`config.mk`:
```
export PLATFORM = sky130hd
export DESIGN_NAME = rgb_to_hsv_converter
export DESIGN_NICKNAME = d
export VERILOG_FILES = /design/src/rtl/rgbhsv_pkg.sv /design/src/rtl/rgbhsv_cell.sv /design/src/rtl/rgbhsv_front.sv /design/src/rtl/rgb_to_hsv_converter.sv
export VERILOG_INCLUDE_DIRS = /design/src /design/src/rtl
export SDC_FILE = /design/constraint.sdc
export NUM_CORES = 2
export LEC_CHECK = 0
export BUFFER_PORTS_ARGS = -buffer_cell sky130_fd_sc_hd__buf_2
export CELL_PAD_IN_SITES_DETAIL_PLACEMENT = 1
export CELL_PAD_IN_SITES_GLOBAL_PLACEMENT = 1
export CORE_UTILIZATION = 54
export CTS_BUF_LIST = sky130_fd_sc_hd__clkbuf_4 sky130_fd_sc_hd__clkbuf_8
export DETAILED_ROUTE_END_ITERATION = 8
export GPL_TIMING_DRIVEN = 0
export PLACE_DENSITY = 0.87
export SLEW_MARGIN = 20
export SYNTH_ARGS = -nofsm -noshare
export SYNTH_HDL_FRONTEND = slang
export SYNTH_SLANG_ARGS = --single-unit
```
`constraint.sdc`:
```
create_clock -name clock -period 21.4 [get_ports clock]
set_input_delay 4.28 -clock clock [delete_from_list [all_inputs] [get_ports clock]]
set_output_delay 4.28 -clock clock [all_outputs]
set_load 0.05 [all_outputs]
```
`src/rtl/assert_macros.svh`:
```
// Assertion helpers shared by the RTL of the RGB to HSV converter.
// Both macros expect signals named clock and reset in the enclosing module.
`ifndef ASSERT_MACROS_SVH
`define ASSERT_MACROS_SVH

// Condition cons must hold in the same cycle as ante.
`define ASSERT_IMPLIES(label, ante, cons, msg) \
   label: assert property (@(posedge clock) disable iff (reset) (ante) |-> (cons)) \
      else $error(msg);

// Condition cons must hold in the cycle after ante.
`define ASSERT_NEXT(label, ante, cons, msg) \
   label: assert property (@(posedge clock) disable iff (reset) (ante) |=> (cons)) \
      else $error(msg);

`endif

```
`src/rtl/rgbhsv_pkg.sv`:
```
// Package for the RGB to HSV converter: register map constants and the
// control bundle passed along the divider chain. No dependencies.
package rgbhsv_pkg;

   localparam int THRESH_BITS   = 8;
   localparam int CSR_DATA_BITS = 32;
   localparam int CSR_ADDR_BITS = 3;

   // Register index, taken from the word address bits of paddr.
   localparam logic [0:0] REG_ACHROMATIC_THRESHOLD = 1'b0;

   typedef struct packed {
      logic valid;
      logic achromatic;
      logic black;
   } ctl_type;

endpackage

```
`src/rtl/rgbhsv_cell.sv`:
```
// One cell of the divider chain: a single restoring step for the hue
// division and one for the saturation division. Depends on rgbhsv_pkg.
module rgbhsv_cell
   import rgbhsv_pkg::*;
#(
   parameter int CHANNEL_BITS = 8,
   parameter int HUE_BITS     = 16
) (
   input  logic                    clock,
   input  logic                    reset,
   input  logic                    ready_dn,
   output logic                    ready_up,
   input  ctl_type                 src_ctl,
   input  logic [CHANNEL_BITS+2:0] src_rem_h,
   input  logic [((HUE_BITS > CHANNEL_BITS) ? HUE_BITS : CHANNEL_BITS)-1:0] src_low_h,
   input  logic [((HUE_BITS > CHANNEL_BITS) ? HUE_BITS : CHANNEL_BITS)-1:0] src_quo_h,
   input  logic [CHANNEL_BITS+2:0] src_div_h,
   input  logic [CHANNEL_BITS-1:0] src_rem_s,
   input  logic [((HUE_BITS > CHANNEL_BITS) ? HUE_BITS : CHANNEL_BITS)-1:0] src_low_s,
   input  logic [((HUE_BITS > CHANNEL_BITS) ? HUE_BITS : CHANNEL_BITS)-1:0] src_quo_s,
   input  logic [CHANNEL_BITS-1:0] src_bright,
   input  logic [HUE_BITS-1:0]     src_fallback,
   output ctl_type                 dst_ctl,
   output logic [CHANNEL_BITS+2:0] dst_rem_h,
   output logic [((HUE_BITS > CHANNEL_BITS) ? HUE_BITS : CHANNEL_BITS)-1:0] dst_low_h,
   output logic [((HUE_BITS > CHANNEL_BITS) ? HUE_BITS : CHANNEL_BITS)-1:0] dst_quo_h,
   output logic [CHANNEL_BITS+2:0] dst_div_h,
   output logic [CHANNEL_BITS-1:0] dst_rem_s,
   output logic [((HUE_BITS > CHANNEL_BITS) ? HUE_BITS : CHANNEL_BITS)-1:0] dst_low_s,
   output logic [((HUE_BITS > CHANNEL_BITS) ? HUE_BITS : CHANNEL_BITS)-1:0] dst_quo_s,
   output logic [CHANNEL_BITS-1:0] dst_bright,
   output logic [HUE_BITS-1:0]     dst_fallback
);

   localparam int STEPS = (HUE_BITS > CHANNEL_BITS) ? HUE_BITS : CHANNEL_BITS;
   localparam int RH    = CHANNEL_BITS + 3;
   localparam int RS    = CHANNEL_BITS;

   logic [RH:0]        trial_h;
   logic [RH+1:0]      diff_h;
   logic               bit_h;
   logic [RS:0]        trial_s;
   logic [RS+1:0]      diff_s;
   logic               bit_s;
   logic               load;

   ctl_type            ctl_ff;
   logic [RH-1:0]      rem_h_ff, rem_h_in, div_h_ff;
   logic [STEPS-1:0]   low_h_ff, low_h_in, quo_h_ff, quo_h_in;
   logic [RS-1:0]      rem_s_ff, rem_s_in, bright_ff;
   logic [STEPS-1:0]   low_s_ff, low_s_in, quo_s_ff, quo_s_in;
   logic [HUE_BITS-1:0] fallback_ff;

   // Shift the next dividend bit into the partial remainder and try the divisor.
   always_comb begin
      trial_h  = {src_rem_h, src_low_h[STEPS-1]};
      diff_h   = {1'b0, trial_h} - {2'b00, src_div_h};
      bit_h    = ~diff_h[RH+1];
      rem_h_in = bit_h ? diff_h[RH-1:0] : trial_h[RH-1:0];
      low_h_in = {src_low_h[STEPS-2:0], 1'b0};
      quo_h_in = {src_quo_h[STEPS-2:0], bit_h};

      trial_s  = {src_rem_s, src_low_s[STEPS-1]};
      diff_s   = {1'b0, trial_s} - {2'b00, src_bright};
      bit_s    = ~diff_s[RS+1];
      rem_s_in = bit_s ? diff_s[RS-1:0] : trial_s[RS-1:0];
      low_s_in = {src_low_s[STEPS-2:0], 1'b0};
      quo_s_in = {src_quo_s[STEPS-2:0], bit_s};
   end

   assign load     = ~ctl_ff.valid | ready_dn;
   assign ready_up = load;

   always_ff @(posedge clock) begin
      if (reset) begin
         ctl_ff <= '0;
      end else if (load) begin
         ctl_ff <= src_ctl;
      end
   end

   always_ff @(posedge clock) begin
      if (load) begin
         rem_h_ff    <= rem_h_in;
         low_h_ff    <= low_h_in;
         quo_h_ff    <= quo_h_in;
         div_h_ff    <= src_div_h;
         rem_s_ff    <= rem_s_in;
         low_s_ff    <= low_s_in;
         quo_s_ff    <= quo_s_in;
         bright_ff   <= src_bright;
         fallback_ff <= src_fallback;
      end
   end

   assign dst_ctl      = ctl_ff;
   assign dst_rem_h    = rem_h_ff;
   assign dst_low_h    = low_h_ff;
   assign dst_quo_h    = quo_h_ff;
   assign dst_div_h    = div_h_ff;
   assign dst_rem_s    = rem_s_ff;
   assign dst_low_s    = low_s_ff;
   assign dst_quo_s    = quo_s_ff;
   assign dst_bright   = bright_ff;
   assign dst_fallback = fallback_ff;

endmodule

```
`src/rtl/rgbhsv_front.sv`:
```
// Entry stage of the RGB to HSV converter: maximum, minimum, spread, grey
// test and the two dividends and divisors for the chain. Depends on rgbhsv_pkg.
module rgbhsv_front
   import rgbhsv_pkg::*;
#(
   parameter int CHANNEL_BITS = 8,
   parameter int HUE_BITS     = 16
) (
   input  logic                    clock,
   input  logic                    reset,
   input  logic                    src_valid,
   output logic                    ready_up,
   input  logic                    ready_dn,
   input  logic [CHANNEL_BITS-1:0] red,
   input  logic [CHANNEL_BITS-1:0] green,
   input  logic [CHANNEL_BITS-1:0] blue,
   input  logic [HUE_BITS-1:0]     fallback_hue,
   input  logic [THRESH_BITS-1:0]  threshold,
   output ctl_type                 dst_ctl,
   output logic [CHANNEL_BITS+2:0] dst_rem_h,
   output logic [((HUE_BITS > CHANNEL_BITS) ? HUE_BITS : CHANNEL_BITS)-1:0] dst_low_h,
   output logic [CHANNEL_BITS+2:0] dst_div_h,
   output logic [CHANNEL_BITS-1:0] dst_rem_s,
   output logic [((HUE_BITS > CHANNEL_BITS) ? HUE_BITS : CHANNEL_BITS)-1:0] dst_low_s,
   output logic [CHANNEL_BITS-1:0] dst_bright,
   output logic [HUE_BITS-1:0]     dst_fallback
);

   localparam int STEPS = (HUE_BITS > CHANNEL_BITS) ? HUE_BITS : CHANNEL_BITS;
   localparam int RH    = CHANNEL_BITS + 3;
   localparam int YW    = RH + STEPS;
   localparam int XW    = CHANNEL_BITS + STEPS;
   localparam int CMPW  = (CHANNEL_BITS > THRESH_BITS) ? CHANNEL_BITS : THRESH_BITS;

   logic [CHANNEL_BITS-1:0] mx, mn, spread;
   logic [RH-1:0]           spread_w, spread6, num;
   logic [YW-1:0]           hue_dividend;
   logic [XW-1:0]           sat_dividend;
   ctl_type                 ctl_in;
   logic                    load;

   ctl_type                 ctl_ff;
   logic [RH-1:0]           rem_h_ff, div_h_ff;
   logic [STEPS-1:0]        low_h_ff, low_s_ff;
   logic [CHANNEL_BITS-1:0] rem_s_ff, bright_ff;
   logic [HUE_BITS-1:0]     fallback_ff;

   always_comb begin
      mx = red;
      if (green > mx) mx = green;
      if (blue > mx) mx = blue;
      mn = red;
      if (green < mn) mn = green;
      if (blue < mn) mn = blue;
      spread   = mx - mn;
      spread_w = RH'(spread);
      spread6  = (spread_w << 2) + (spread_w << 1);

      // Sector numerator; a red-sector value below zero is wrapped by a full turn.
      if (red == mx) begin
         if (green >= blue) begin
            num = RH'(green) - RH'(blue);
         end else begin
            num = spread6 - (RH'(blue) - RH'(green));
         end
      end else if (green == mx) begin
         num = (spread_w << 1) + RH'(blue) - RH'(red);
      end else begin
         num = (spread_w << 2) + RH'(red) - RH'(green);
      end

      hue_dividend = YW'(num) << HUE_BITS;
      // Spread times full scale, written as spread shifted up less spread.
      sat_dividend = XW'({spread, {CHANNEL_BITS{1'b0}}}) - XW'(spread);

      ctl_in.valid      = src_valid;
      ctl_in.achromatic = (CMPW'(spread) <= CMPW'(threshold)) || (spread == '0);
      ctl_in.black      = (mx == '0);
   end

   assign load     = ~ctl_ff.valid | ready_dn;
   assign ready_up = load;

   always_ff @(posedge clock) begin
      if (reset) begin
         ctl_ff <= '0;
      end else if (load) begin
         ctl_ff <= ctl_in;
      end
   end

   always_ff @(posedge clock) begin
      if (load) begin
         rem_h_ff    <= hue_dividend[YW-1:STEPS];
         low_h_ff    <= hue_dividend[STEPS-1:0];
         div_h_ff    <= spread6;
         rem_s_ff    <= sat_dividend[XW-1:STEPS];
         low_s_ff    <= sat_dividend[STEPS-1:0];
         bright_ff   <= mx;
         fallback_ff <= fallback_hue;
      end
   end

   assign dst_ctl      = ctl_ff;
   assign dst_rem_h    = rem_h_ff;
   assign dst_low_h    = low_h_ff;
   assign dst_div_h    = div_h_ff;
   assign dst_rem_s    = rem_s_ff;
   assign dst_low_s    = low_s_ff;
   assign dst_bright   = bright_ff;
   assign dst_fallback = fallback_ff;

endmodule

```
`src/rtl/rgb_to_hsv_converter.sv`:
```
// Top level of the RGB to HSV converter: register port, entry stage and the
// row of divider cells. Depends on rgbhsv_pkg, rgbhsv_front, rgbhsv_cell, assert_macros.svh.
//
// A request carries one pixel (red, green, blue) and the hue to report for a
// grey pixel. The response gives hue as a fraction of a turn, saturation,
// brightness and a flag that marks grey pixels. A pixel is grey when its
// spread (max - min) is zero or does not exceed achromatic_threshold, the only
// register, at byte address 0 of the APB port (reset value 0).
// The entry stage is followed by one divider cell for each quotient bit,
// max(HUE_BITS, CHANNEL_BITS) of them; each cell takes one restoring step of
// both the hue and the saturation division. A request passes the entry
// register and then every cell register before its response is offered,
// and one request is taken every cycle while the stages are not all full.
// When the receiver stalls, the last cell holds its response and the
// stages behind it keep filling; requests are refused only once every stage
// holds a pixel. Reset empties all stages and clears the register.
`include "assert_macros.svh"

module rgb_to_hsv_converter
   import rgbhsv_pkg::*;
#(
   parameter int CHANNEL_BITS = 8,
   parameter int HUE_BITS     = 16
) (
   input  logic                     clock,
   input  logic                     reset,
   input  logic                     req_valid,
   output logic                     req_ready,
   input  logic [CHANNEL_BITS-1:0]  req_red,
   input  logic [CHANNEL_BITS-1:0]  req_green,
   input  logic [CHANNEL_BITS-1:0]  req_blue,
   input  logic [HUE_BITS-1:0]      req_fallback_hue,
   output logic                     rsp_valid,
   input  logic                     rsp_ready,
   output logic [HUE_BITS-1:0]      rsp_hue,
   output logic [CHANNEL_BITS-1:0]  rsp_saturation,
   output logic [CHANNEL_BITS-1:0]  rsp_brightness,
   output logic                     rsp_achromatic,
   input  logic                     psel,
   input  logic                     penable,
   input  logic                     pwrite,
   input  logic [CSR_ADDR_BITS-1:0] paddr,
   input  logic [CSR_DATA_BITS-1:0] pwdata,
   output logic [CSR_DATA_BITS-1:0] prdata,
   output logic                     pready
);

   localparam int STEPS = (HUE_BITS > CHANNEL_BITS) ? HUE_BITS : CHANNEL_BITS;
   localparam int RH    = CHANNEL_BITS + 3;

   logic [THRESH_BITS-1:0]  threshold_ff;
   logic                    reg_hit;

   logic                    ready_w    [STEPS+2];
   ctl_type                 ctl_w      [STEPS+1];
   logic [RH-1:0]           rem_h_w    [STEPS+1];
   logic [STEPS-1:0]        low_h_w    [STEPS+1];
   logic [STEPS-1:0]        quo_h_w    [STEPS+1];
   logic [RH-1:0]           div_h_w    [STEPS+1];
   logic [CHANNEL_BITS-1:0] rem_s_w    [STEPS+1];
   logic [STEPS-1:0]        low_s_w    [STEPS+1];
   logic [STEPS-1:0]        quo_s_w    [STEPS+1];
   logic [CHANNEL_BITS-1:0] bright_w   [STEPS+1];
   logic [HUE_BITS-1:0]     fallback_w [STEPS+1];

   // Register port.
   assign reg_hit = (paddr[CSR_ADDR_BITS-1:2] == REG_ACHROMATIC_THRESHOLD);
   assign pready  = 1'b1;
   assign prdata  = reg_hit ? CSR_DATA_BITS'(threshold_ff) : '0;

   always_ff @(posedge clock) begin
      if (reset) begin
         threshold_ff <= '0;
      end else if (psel && penable && pwrite && pready && reg_hit) begin
         threshold_ff <= pwdata[THRESH_BITS-1:0];
      end
   end

   rgbhsv_front #(
      .CHANNEL_BITS (CHANNEL_BITS),
      .HUE_BITS     (HUE_BITS)
   ) u_front (
      .clock        (clock),
      .reset        (reset),
      .src_valid    (req_valid),
      .ready_up     (ready_w[0]),
      .ready_dn     (ready_w[1]),
      .red          (req_red),
      .green        (req_green),
      .blue         (req_blue),
      .fallback_hue (req_fallback_hue),
      .threshold    (threshold_ff),
      .dst_ctl      (ctl_w[0]),
      .dst_rem_h    (rem_h_w[0]),
      .dst_low_h    (low_h_w[0]),
      .dst_div_h    (div_h_w[0]),
      .dst_rem_s    (rem_s_w[0]),
      .dst_low_s    (low_s_w[0]),
      .dst_bright   (bright_w[0]),
      .dst_fallback (fallback_w[0])
   );

   // Quotients start empty and gain one bit in each cell.
   assign quo_h_w[0] = '0;
   assign quo_s_w[0] = '0;

   for (genvar k = 1; k <= STEPS; k++) begin : g_cell
      rgbhsv_cell #(
         .CHANNEL_BITS (CHANNEL_BITS),
         .HUE_BITS     (HUE_BITS)
      ) u_cell (
         .clock        (clock),
         .reset        (reset),
         .ready_dn     (ready_w[k+1]),
         .ready_up     (ready_w[k]),
         .src_ctl      (ctl_w[k-1]),
         .src_rem_h    (rem_h_w[k-1]),
         .src_low_h    (low_h_w[k-1]),
         .src_quo_h    (quo_h_w[k-1]),
         .src_div_h    (div_h_w[k-1]),
         .src_rem_s    (rem_s_w[k-1]),
         .src_low_s    (low_s_w[k-1]),
         .src_quo_s    (quo_s_w[k-1]),
         .src_bright   (bright_w[k-1]),
         .src_fallback (fallback_w[k-1]),
         .dst_ctl      (ctl_w[k]),
         .dst_rem_h    (rem_h_w[k]),
         .dst_low_h    (low_h_w[k]),
         .dst_quo_h    (quo_h_w[k]),
         .dst_div_h    (div_h_w[k]),
         .dst_rem_s    (rem_s_w[k]),
         .dst_low_s    (low_s_w[k]),
         .dst_quo_s    (quo_s_w[k]),
         .dst_bright   (bright_w[k]),
         .dst_fallback (fallback_w[k])
      );
   end

   assign ready_w[STEPS+1] = rsp_ready;
   assign req_ready        = ready_w[0];

   // The last cell doubles as the output register.
   assign rsp_valid      = ctl_w[STEPS].valid;
   assign rsp_achromatic = ctl_w[STEPS].achromatic;
   assign rsp_brightness = bright_w[STEPS];
   assign rsp_hue        = ctl_w[STEPS].achromatic ? fallback_w[STEPS]
                                                   : quo_h_w[STEPS][HUE_BITS-1:0];
   assign rsp_saturation = ctl_w[STEPS].black ? '0 : quo_s_w[STEPS][CHANNEL_BITS-1:0];

   `ASSERT_IMPLIES(a_refuse_only_when_full, !req_ready, rsp_valid && !rsp_ready, "request refused while the output is free")
   `ASSERT_IMPLIES(a_colour_has_saturation, rsp_valid && !rsp_achromatic, rsp_saturation != '0, "coloured pixel with zero saturation")
   `ASSERT_IMPLIES(a_black_is_grey, rsp_valid && (rsp_brightness == '0), (rsp_saturation == '0) && rsp_achromatic, "black pixel not reported as grey")

endmodule

```
Yosys cells after proc, flatten, opt, wreduce, memory -nomap -nowiden. Cells that the tools add are included.

Register bits after elaboration: 1255. Output and inout bits: 68. Bits of input ports: 82. Latch bits: 0. Logic and storage cells: 344. Memories: 0. Memory bits (writable): 0. Bits in read-only memories: 0.

Shift-type cells: 0. Eq/ne operators: 2. $add $sub $neg: 42. Order comparisons: 6. Multipliers: 0. Reduce and logical (&&, ||, !) cells: 6. Bitwise logic cells: 59. Divide/modulo/power cells: 0. Multiplexer cells: 40.

Operators by type and width (count): 12-bit by 11-bit subtractor with 13-bit output (16); 11-bit two-way mux (18); 8-bit two-way mux (21); 9-bit by 8-bit subtractor with 10-bit output (16); 1-bit NOT (42); 11-bit by 8-bit subtractor with 11-bit output (2); 8-bit by 8-bit subtractor with 9-bit output (2); 1-bit OR (17); 16-bit by 8-bit subtractor with 17-bit output (1); 8-bit == test (2); 8-bit greater-than comparator (2); 8-bit zero test (2); 8-bit < comparator (2); 16-bit two-way mux (1); 10-bit by 8-bit adder with 11-bit output (1); 10-bit by 9-bit adder with 11-bit output (1); 11-bit subtractor (1); 9-bit by 8-bit adder with 10-bit output (1); 8-bit greater-or-equal comparator (1); 8-bit <= comparator (1); 8-bit subtractor (1); 1-bit logical AND (3); 1-bit logical OR (1).

Logic depth before layout (Yosys ltp).
Depth after elaboration: 18. Gate-level depth with buffers: 40.

Hierarchy. A second synthesis with hierarchy kept.

Cell total of the unflattened synthesis: 5464. Area total of the unflattened synthesis: 84951.5 µm².

By module, submodules not included: rgbhsv_cell (cells each 288, area each 4820.9 µm², seq. area each 3543.4 µm², times used 16); rgbhsv_front (cells each 760, area each 6944.2 µm², seq. area each 1861.8 µm², times used 1); rgb_to_hsv_converter (cells each 96, area each 873.3 µm², seq. area each 160.2 µm², times used 1).

Worst setup path before layout. OpenSTA, ideal clock, no wires.

Kind: input port to output port. From: input rsp_ready. To: output req_ready. Arrival: 15.833 ns. Slack: 1.287 ns. Stages on the path: 16. Data required time: 17.120 ns. Cells stage by stage: and2b_1 and2_1 nand2_1 nor2_2 nand2_1 nor2_2 inv_1 nor3_2 inv_1 nor2_1 and3_1 and2_1 clkbuf_1 nand2_1 nor2_1 inv_1.

Word-level cells in the longest chain between the ends: 17.

RTL lines: start: declaration (RTL line rgb_to_hsv_converter.sv:34) `input logic rsp_ready,`; 1-bit OR (3 in series) (RTL line rgbhsv_cell.sv:71) `assign load = ~ctl_ff.valid | ready_dn;`; named net g_cell[13].u_cell.ready_dn (RTL line rgbhsv_cell.sv:11) `input logic ready_dn,`; 1-bit OR (2 in series) (RTL line rgbhsv_cell.sv:71); named net g_cell[11].u_cell.ready_dn (RTL line rgbhsv_cell.sv:11); 1-bit OR (RTL line rgbhsv_cell.sv:71); named net g_cell[10].u_cell.ready_dn (RTL line rgbhsv_cell.sv:11); 1-bit OR (5 in series) (RTL line rgbhsv_cell.sv:71); named net g_cell[5].u_cell.ready_dn (RTL line rgbhsv_cell.sv:11); 1-bit OR (5 in series) (RTL line rgbhsv_cell.sv:71); named net g_cell[1].u_cell.ready_up (RTL line rgbhsv_cell.sv:12) `output logic ready_up,`; 1-bit OR (RTL line rgbhsv_front.sv:81) `assign load = ~ctl_ff.valid | ready_dn;`; end: declaration (RTL line rgb_to_hsv_converter.sv:28) `output logic req_ready,`.

The timed path passes the listed nets, and every way through them passes these cells.

Final worst setup path. Same ends and word-level chain as after synthesis.

==> summary.txt <==
Outcome
  – Status: finished clean

Setup path
  – Crit path DAT: 10,680 ps
  – Crit-path max cell delay: 650 ps
  – Req. time, crit path: 17,120 ps
  – Crit-path slowest cell: nor2_1
  – Crit path cell chain: buf_2 -> and2b_1 -> and2_1 -> nand2_4 -> nor2_2 -> nand2_4 -> nor2_2 -> inv_4 -> nor3_2 -> inv_4 -> buf_16 -> nor2_1 -> and3_1 -> and2_1 -> clkbuf_1 -> nand2_4 -> nor2_1 -> inv_4 -> buf_2
  – Crit end category: primary output
  – CP Class: input port to primary output
  – Buffers plus inverters on the worst setup path: 7
  – CP max FO: 64
  – Startpoint Class: input port
  – Crit-path leading delay family: simple AND/OR/NAND/NOR gates

Synth
  – Synth Cell Area: 54,500 um^2
  – Top cell type's share of synthesized area: 62.09%
  – Syn Area/Cell: 13.30 um^2
  – Synth Register Bits: 1,186
  – Yosys top cell by area: edfxtp_1
  – Netlist cell types: 75
  – Synth Warn #: 0
  – Cells after Synth: 4,098
  – Post-synth ARST share: 0%
  – Post-synth EDFFs: 1,127
  – Seq/Total Area, Yosys: 64.26%
  – Most used DFF post-synth: edfxtp_1
  – Top post-synthesis cells by area: edfxtp_1, ha_1, a21oi_1

Cells and area
  – Nets: 4,921
  – Area delta synth->final: 11.85%
  – Share of layout cells above drive strength 1: 11.78%
  – Most frequent cells in the layout: edfxtp_1, inv_1, a21oi_1
  – Commonest non-fill, non-tap cell in the layout: edfxtp_1

STA
  – RSZ-0062 raised after global routing: false
  – Worst slew margin: 29.79%
  – Slew Viols, Final: 0
  – Final Setup Violations: 0
  – Worst slew pin tran: 1047 ps
  – Worst setup margin: 6440 ps
  – Final worst path period share: 69.91%
  – Final Hold Fails: 0
  – Crit path time final: 14,960 ps
  – Clk_skew: 70.63 ps
  – F_max: 66.84 MHz

Placed design
  – DP Worst Slack: 6576 ps
  – I/O Buffers: 96
  – Post-DP HPWL: 89.79 mm
  – RD Place Congestion: 0.8707

Global routing
  – Gr ovfl total: 0
  – Vias in the first global route: 38,340
  – Total track usage: 28.29%
  – Global-route wire length before repair: 220.2 mm
  – Largest net degree at the start of global routing: 65
  – Initial antenna violation count: 1

Routing
  – Antenna Nets Post-Route: 0
  – Vias/cell: 5.800
  – DRC: 0
  – DR vias: 34,080
  – WL/cell: 24.46 um
  – Initial DRC Count: 2,275
  – Final wirelength: 143.7 mm
  – DRT Pass-1 Iters: 6

Floorplan
  – Die height: 319.7 um
  – Die X: 319.7 um
  – Initial core utilization: 54.50%
  – Die area: 102,200 um^2
  – Num rows: 116
  – I/O pin count: 150
  – CORE AREA: 100,000 um^2

Clocking
  – Root Buffer: clkbuf_8
  – CTS Sinks: 1,186
  – Clk slew on worst S/H paths: 80 ps
  – CTS resizes: 0
  – CTS max path bufs: 3
  – CTS HTree Levels: 4
  – Worst-skew pair later-pin latency: 890 ps
  – Num CTS Buffers: 186
  – CTS hold repair buffers: 0
  – Post-CTS setup buffers: 0
  – CTS tree: done

Run
  – Max_cap viols: 0

Worst hold path
  – Worst hold path type: register to register
worst reg2reg max path: stages, from the launching register on:
cell	delay, ps
dfxtp_1	420
and2b_1	400
and2_1	370
nand2_4	250
nor2_2	400
nand2_4	240
nor2_2	410
inv_4	170
nor3_2	440
inv_4	120
buf_16	220
nor2_1	710
and3_1	380
and2_1	170
clkbuf_1	360
nand2_4	310
nor2_1	490
inv_4	400
nand2_1	200
nor2_1	50
nor3_1	210
cell families after synthesis:
kind of cell,count (synthesis),share of synthesized area (%)
AO/OA/AOI/OAI,795,8.709
XOR/XNOR,246,3.978
adder cells (fa/ha/maj),421,10.25
buffers and inverters,589,4.309
flip-flops,1186,64.26
multiplexers,80,1.586
other,2,0.01378
AND/OR/NAND/NOR,779,6.894
cells in the mapped netlist, types with 32 or more instances:
library cell	number
a21o_1	157
a21oi_1	382
buf_4	33
clkbuf_1	64
dfxtp_1	59
edfxtp_1	1127
fa_1	44
ha_1	373
inv_1	475
mux2_2	47
mux2i_1	32
nand2_1	120
nand2b_1	108
nand3_1	52
nor2_1	323
nor2b_1	84
o21ai_0	140
xnor2_1	198
xor2_1	47
stage by stage:
step           cells  TNS (ps)  util, %  area (um^2)  hold WS (ps)
3_3_place_gp    5515     -2835    56.70        56700         400.7
2_1_floorplan   4121         0        -        54590         400.3
5_1_grt         5875         0    60.96        60960         392.4
6_report        5876         0    60.96        60960         374.0
3_5_place_dp    5532         0    57.21        57210         405.1
4_1_cts         5874         0    60.96        60960         380.0
worst paths after layout:
kind	start	end	slack [ps]	cells after the start
worst max register to register	g_cell[16].u_cell.dst_ctl[2]	u_front.dst_ctl[1]	14550	20
worst max-delay path	rsp_ready	req_ready	6440	19
worst min register to register	g_cell[7].u_cell.dst_low_s[11]	g_cell[8].u_cell.dst_low_s[12]	370	0
worst min-delay path	g_cell[7].u_cell.dst_low_s[11]	g_cell[8].u_cell.dst_low_s[12]	370	0
layout make-up:
type                            instances  area, um^2
Clock buffer                          260        3184
Inverter                              479        1821
Fill cell                            9716       39040
Multi-Input combinational cell       2346       17280
Buffer                                110       550.5
Tap cell                             1298        1624
Timing Repair Buffer                  113       909.6
Antenna cell                            2       5.005
Clock inverter                         82       561.8
Sequential cell                      1186       35020
per-layer routing:
layer  GRT usage [%]  wire length (um)  up-vias
li1                -                 -    15210
met1           28.52             50280    17050
met2           54.34             78780     1297
met3           4.908              6573      525
met4           15.97              8065        0
met5               0                 0        -
sequential cells by signal, indices dropped and copies added (netlist names):
name	flops
g_cell.u_cell.dst_bright	128
g_cell.u_cell.dst_ctl	48
g_cell.u_cell.dst_div_h	123
g_cell.u_cell.dst_fallback	256
g_cell.u_cell.dst_low_s	118
g_cell.u_cell.dst_quo_h	136
g_cell.u_cell.dst_quo_s	36
g_cell.u_cell.dst_rem_h	150
g_cell.u_cell.dst_rem_s	120
threshold_ff	8
u_front.dst_bright	8
u_front.dst_ctl	3
u_front.dst_div_h	8
u_front.dst_fallback	16
u_front.dst_low_s	16
u_front.dst_rem_h	11
u_front.dst_rem_s	1
Power is not shown: default switching activity piles up to over one toggle a cycle in this logic, so the estimate is an artifact.
